--- src/rtl/sat_pkg.sv ---
`default_nettype none

package sat_pkg;

  typedef enum logic [2:0] {
    KindByte      = 3'd0,
    KindOpenByte  = 3'd1,
    KindOpenNone  = 3'd2,
    KindWordEnd   = 3'd3,
    KindSeparator = 3'd4,
    KindStreamEnd = 3'd5
  } kind_e;

  typedef struct packed {
    logic       valid;
    kind_e      kind;
    logic [7:0] data;
    logic       closes;
  } res_t;

  localparam logic [7:0] CharNul       = 8'h00;
  localparam logic [7:0] CharTab       = 8'h09;
  localparam logic [7:0] CharLf        = 8'h0a;
  localparam logic [7:0] CharCr        = 8'h0d;
  localparam logic [7:0] CharSpace     = 8'h20;
  localparam logic [7:0] CharDquote    = 8'h22;
  localparam logic [7:0] CharSquote    = 8'h27;
  localparam logic [7:0] CharBackslash = 8'h5c;
  localparam logic [7:0] CharLowerN    = 8'h6e;
  localparam logic [7:0] CharLowerR    = 8'h72;
  localparam logic [7:0] CharLowerT    = 8'h74;

endpackage

`default_nettype wire

--- src/rtl/sat_parser.sv ---
`default_nettype none

module sat_parser import sat_pkg::*; (
  input  wire logic       clk_i,
  input  wire logic       rst_ni,
  input  wire logic       step_i,
  input  wire logic [7:0] byte_i,
  input  wire logic       eoi_i,
  output res_t            res_o
);

  typedef enum logic [2:0] {
    ModeBetween = 3'd0,
    ModePlain   = 3'd1,
    ModeDouble  = 3'd2,
    ModeSingle  = 3'd3,
    ModeEnded   = 3'd4
  } mode_e;

  mode_e mode_q, mode_d;
  logic  esc_q, esc_d;
  mode_e own_mode;

  always_comb begin
    mode_d     = mode_q;
    esc_d      = esc_q;
    res_o      = '0;
    res_o.kind = KindByte;
    own_mode   = (byte_i == CharDquote) ? ModeDouble : ModeSingle;
    case (mode_q)
      ModeBetween, ModePlain, ModeDouble, ModeSingle: begin
        if (eoi_i || (byte_i == CharNul)) begin
          mode_d       = ModeEnded;
          esc_d        = 1'b0;
          res_o.valid  = 1'b1;
          res_o.kind   = KindStreamEnd;
          res_o.closes = (mode_q != ModeBetween);
        end else if (esc_q) begin
          esc_d       = 1'b0;
          res_o.valid = 1'b1;
          case (byte_i)
            CharLowerN: res_o.data = CharLf;
            CharLowerR: res_o.data = CharCr;
            CharLowerT: res_o.data = CharTab;
            default:    res_o.data = byte_i;
          endcase
        end else begin
          case (byte_i)
            CharBackslash: begin
              esc_d = 1'b1;
              if (mode_q == ModeBetween) begin
                mode_d      = ModePlain;
                res_o.valid = 1'b1;
                res_o.kind  = KindOpenNone;
              end
            end
            CharLf: begin
              res_o.valid = 1'b1;
              if (mode_q == ModeBetween || mode_q == ModePlain) begin
                mode_d       = ModeBetween;
                res_o.kind   = KindSeparator;
                res_o.closes = (mode_q == ModePlain);
              end else begin
                res_o.data = byte_i;
              end
            end
            CharSquote, CharDquote: begin
              if (mode_q == ModeBetween) begin
                mode_d      = own_mode;
                res_o.valid = 1'b1;
                res_o.kind  = KindOpenNone;
              end else if (mode_q == own_mode) begin
                mode_d = ModePlain;
              end else if (mode_q == ModePlain) begin
                mode_d = own_mode;
              end else begin
                res_o.valid = 1'b1;
                res_o.data  = byte_i;
              end
            end
            CharSpace, CharCr, CharTab: begin
              if (mode_q == ModePlain) begin
                mode_d      = ModeBetween;
                res_o.valid = 1'b1;
                res_o.kind  = KindWordEnd;
              end else if (mode_q != ModeBetween) begin
                res_o.valid = 1'b1;
                res_o.data  = byte_i;
              end
            end
            default: begin
              res_o.valid = 1'b1;
              res_o.data  = byte_i;
              if (mode_q == ModeBetween) begin
                mode_d     = ModePlain;
                res_o.kind = KindOpenByte;
              end
            end
          endcase
        end
      end
      default: ;
    endcase
  end

  always_ff @(posedge clk_i or negedge rst_ni) begin
    if (!rst_ni) begin
      mode_q <= ModeBetween;
      esc_q  <= 1'b0;
    end else if (step_i) begin
      mode_q <= mode_d;
      esc_q  <= esc_d;
    end
  end

endmodule

`default_nettype wire

--- src/rtl/shell_argument_tokenizer_top.sv ---
// Shell word splitter: one script byte per input transfer, or an end mark.
// Input channel: in_valid_i / in_ready_o with in_byte_i and end_of_input_i.
// Output channel: out_valid_o / out_ready_i with kind_o, out_byte_o and
// closes_word_o. A byte yields zero or one result; blanks between words,
// a backslash inside a word and a quote that switches quoting yield none.
// Path: a byte is held in the input register, parsed, and its result is
// loaded into the result register (one input register, one result
// register); the parse mode is updated with the same step.
// Throughput: one byte per cycle while the receiver does not stall.
// Reset: mode returns to between words, escape flag clears, both
// registers empty. After a NUL byte or the end mark no further results
// come until reset, though bytes are still taken.
// Receiver stall: the result register holds; one more byte waits in the
// input register, after which in_ready_o drops until out_ready_i rises.
`default_nettype none

module shell_argument_tokenizer_top import sat_pkg::*; (
  input  wire logic       clk_i,
  input  wire logic       rst_ni,
  input  wire logic       in_valid_i,
  output logic            in_ready_o,
  input  wire logic [7:0] in_byte_i,
  input  wire logic       end_of_input_i,
  output logic            out_valid_o,
  input  wire logic       out_ready_i,
  output logic [2:0]      kind_o,
  output logic [7:0]      out_byte_o,
  output logic            closes_word_o
);

  logic       in_valid_q;
  logic [7:0] in_byte_q;
  logic       in_eoi_q;
  logic       out_valid_q;
  kind_e      kind_q;
  logic [7:0] out_byte_q;
  logic       closes_q;
  logic       step;
  res_t       res;

  assign step       = in_valid_q && (!out_valid_q || out_ready_i);
  assign in_ready_o = !in_valid_q || step;

  sat_parser u_parser (
    .clk_i  (clk_i),
    .rst_ni (rst_ni),
    .step_i (step),
    .byte_i (in_byte_q),
    .eoi_i  (in_eoi_q),
    .res_o  (res)
  );

  always_ff @(posedge clk_i or negedge rst_ni) begin
    if (!rst_ni) begin
      in_valid_q  <= 1'b0;
      out_valid_q <= 1'b0;
    end else begin
      if (in_ready_o) begin
        in_valid_q <= in_valid_i;
      end
      if (step) begin
        out_valid_q <= res.valid;
      end else if (out_ready_i) begin
        out_valid_q <= 1'b0;
      end
    end
  end

  always_ff @(posedge clk_i) begin
    if (in_ready_o && in_valid_i) begin
      in_byte_q <= in_byte_i;
      in_eoi_q  <= end_of_input_i;
    end
    if (step) begin
      kind_q     <= res.kind;
      out_byte_q <= res.data;
      closes_q   <= res.closes;
    end
  end

  assign out_valid_o   = out_valid_q;
  assign kind_o        = kind_q;
  assign out_byte_o    = out_byte_q;
  assign closes_word_o = closes_q;

endmodule

`default_nettype wire

--- config.mk ---
export PLATFORM = sky130hd
export DESIGN_NAME = shell_argument_tokenizer_top
export DESIGN_NICKNAME = d
export VERILOG_FILES = /design/src/rtl/sat_pkg.sv /design/src/rtl/sat_parser.sv /design/src/rtl/shell_argument_tokenizer_top.sv
export SDC_FILE = /design/constraint.sdc
export NUM_CORES = 1
export LEC_CHECK = 0
export BUFFER_PORTS_ARGS = -buffer_cell sky130_fd_sc_hd__buf_4
export CAP_MARGIN = 20
export CORE_ASPECT_RATIO = 0.8
export CORE_MARGIN = 10
export CORE_UTILIZATION = 55
export CTS_CLUSTER_SIZE = 12
export DETAILED_ROUTE_END_ITERATION = 10
export GPL_TIMING_DRIVEN = 1
export PLACE_DENSITY = 0.78
export SYNTH_ARGS = -nofsm -noshare
export SYNTH_HDL_FRONTEND = slang
export SYNTH_HIERARCHICAL = 1
export SYNTH_SLANG_ARGS = --single-unit
--- constraint.sdc ---
create_clock -name clk_i -period 2.6 [get_ports clk_i]
set_input_delay 0 -clock clk_i [delete_from_list [all_inputs] [get_ports clk_i]]
set_output_delay 0 -clock clk_i [all_outputs]
set_load 0.005 [all_outputs]
==> summary.md <==
| Metric | Value |
|---|---|
| Outcome | `complete, no violations` |
| Minimum clock period | `2.34 ns` |
| Seq/Total Area, Yosys | `49.5%` |
| Via count | `1350` |
| Final hold vios | `0` |
| Rows | `17` |
| Final worst-path cycle share | `90.1%` |
| Via density | `6.05` |
| Final non-filler cell total | `223` |
| Setup Skew | `0.00230 ns` |
| CTS tree | `built` |
| Number of setup buffers added after CTS | `0` |
| Max-cap viol count | `0` |
| Startpoint class of the critical path | `flop` |
| Die height | `67.9 um` |
| Final wirelength | `3.62 mm` |
| EDFF count, synth | `21` |
| Yosys cell types | `48` |
| Total power draw | `772 uW` |
| Worst path cell trace | `nor4b_1, and2_1, o31ai_2, a221oi_4, nor2_1` |
| Layout area overhead | `24.6%` |
| Buffer depth of the longest clock path | `2` |
| Worst Path Arrival | `2.42 ns` |
| Worst setup EP type | `flop` |
| Antenna Cells | `0` |
| Maximum number of pins on one net before global-route repair | `15` |
| Fin Hold WS | `0.390 ns` |
| Post-DRT Antenna Nets | `0` |
| I/O pin total | `27` |
| CP Max Fanout | `11` |
| Final slew viol count | `0` |
| Cell Area, Synth | `1580 um2` |
| GRT Util Overall | `14.1%` |
| Rel. slew slack | `66.1%` |
| Die X | `79.9 um` |
| Avg Synthesized Cell Area | `10.8 um2` |
| Syn nets | `159` |
| CTS H-Tree Depth | `1` |
| Hpwl dp | `2.59 mm` |
| Num CTS Buffers | `3` |
| Yosys reg bits | `27` |
| Wire per inst | `16.2 um` |
| # clock sinks | `27` |
| Die footprint | `5420 um2` |
| Critical Path RT | `2.67 ns` |
| Largest stage delay, worst path | `0.59 ns` |
| Setup TNS | `0 ns` |
| Post-synth top flop | `edfxtp_1` |
| Initial antenna violation count | `0` |
| Post-CTS Hold Buffers | `14` |
| Fraction of registers with async set/reset | `22.2%` |
| RSZ-0062 raised after global routing | `false` |
| Leak Pwr | `0.801 nW` |
| Slowest-stage cell, CP | `edfxtp_1` |
| Core area | `2740 um2` |
| Buf/Inv on CP | `0` |
| Layout fillers | `188` |
| Layout Nets | `199` |
| GR Overflow Total | `0` |
| Hold Crit Class | `input port to flop` |
| Global placement routability congestion | `0.888` |
| Port-buffer cells | `26` |
| Inst Count DP | `205` |
| Final Util | `71.6%` |
| Final setup violation count | `0` |
| Top cells by area, synth | `edfxtp_1 40%, dfrtp_1 9.5%, nand2_1 2.9%` |
| Cts repair resizes | `0` |
| Actual slew at the worst max-slew pin | `0.501 ns` |
| Most instantiated library cell after synthesis | `edfxtp_1` |
| CP top delay family | `simple AND/OR/NAND/NOR gates` |
| Share of the synthesized area in the top cell type | `40.0%` |
| Reg clk slew, reported paths | `0.13 ns` |
| Post-synth top cells | `21 x edfxtp_1, 12 x nand2_1, 12 x nor2_1, 7 x nor3_1` |
| CP Class | `flop to flop` |
| Fmax | `427 MHz` |
| Pwr dens | `393 nW/um2` |
| First-pass detailed-route iteration total | `4` |
| CTS root buffer | `clkbuf_4` |
| Initial drt markers | `187` |
| Share of cells above drive strength 1 | `23.2%` |
| Clk Latency, worst-skew pair | `0.31 ns` |
| First-pass GRT wire length | `6.16 mm` |
| Initial Util | `57.5%` |
| Syn Inst Count | `146` |
| Synth Warn # | `6` |
| DRC viols | `0` |
| Largest area contributor in the synthesized netlist | `edfxtp_1` |
| Vias in the first global route | `1316` |
| Peak supply drop | `288 uV` |
-- power breakdown --
part | internal (mW) | total (mW) | switching [mW]
clock | 0.0600 | 0.173 | 0.113
sequential | 0.482 | 0.502 | 0.0199
combinational | 0.0560 | 0.0975 | 0.0415
total | 0.598 | 0.772 | 0.174
-- cells in the final DEF (no fill, tap or decap), types with 6 or more instances in the layout --
master / instances
dlygate4sd3_1: 14
nor3_1: 7
nand3_1: 6
dfrtp_1: 6
buf_4: 31
nand2_1: 12
nor2_1: 12
edfxtp_1: 21
-- cells by family (layout without fill, tap and decap cells) --
group	count (synthesis)	count (layout)	share of synthesized area, %
AO/OA/AOI/OAI	29	29	14.7
XOR/XNOR	2	2	1.11
buffers and inverters	11	50	3.96
flip-flops	27	27	49.5
multiplexers	3	3	2.06
AND/OR/NAND/NOR	74	74	28.7
-- area by class of cell --
class	instances	area, um2	area share (%)
clock buffer	4	26.3	1.34
inverter	1	3.75	0.191
multi-input combinational	108	734	37.4
sequential	27	781	39.7
tap	38	47.5	2.42
timing repair buffer	45	373	19.0
-- final timing paths --
kind / start / endpoint / slack [ns] / depth (start not counted)
worst max-delay path: in_byte_q[0] / out_byte_o[0] / 0.26 / 5
worst min-delay path: end_of_input_i / in_eoi_q / 0.39 / 2
worst max register to register: in_byte_q[0] / out_byte_o[0] / 0.26 / 5
worst min register to register: in_valid_q / out_valid_o / 0.58 / 2
max in group asynchronous: rst_ni / u_parser/mode_q[2] / 1.77 / 3
min in group asynchronous: rst_ni / u_parser/mode_q[0] / 0.61 / 3
-- layer usage --
layer / part of all wire [%] / global-route usage, %
met5: 0 / 0
met4: 0.61 / 3.29
met3: 8.9 / 4.84
met2: 48 / 24.0
met1: 43 / 16.8
-- worst reg2reg max path: cells and delay by family (launching register included) --
family / cells / cell delay [ns]
compound gates: 2 / 0.56
simple gates: 3 / 0.95
flops: 1 / 0.59
-- sequential cells by signal, indices dropped and copies added (netlist names) --
signal / count
closes_word_o: 1
in_byte_q: 8
in_eoi_q: 1
in_valid_q: 1
kind_o: 3
out_byte_o: 8
out_valid_o: 1
u_parser/esc_q: 1
u_parser/mode_q: 3
-- per-stage QoR --
step                      setup slack [ns]  area [um2]
after floorplan                      0.576        1580
after global placement               0.369        1800
after detailed placement             0.315        1800
after CTS                            0.291        1970
after global routing                 0.153        1970
final                                0.257        1970
Power figures use the tool's default switching activity.
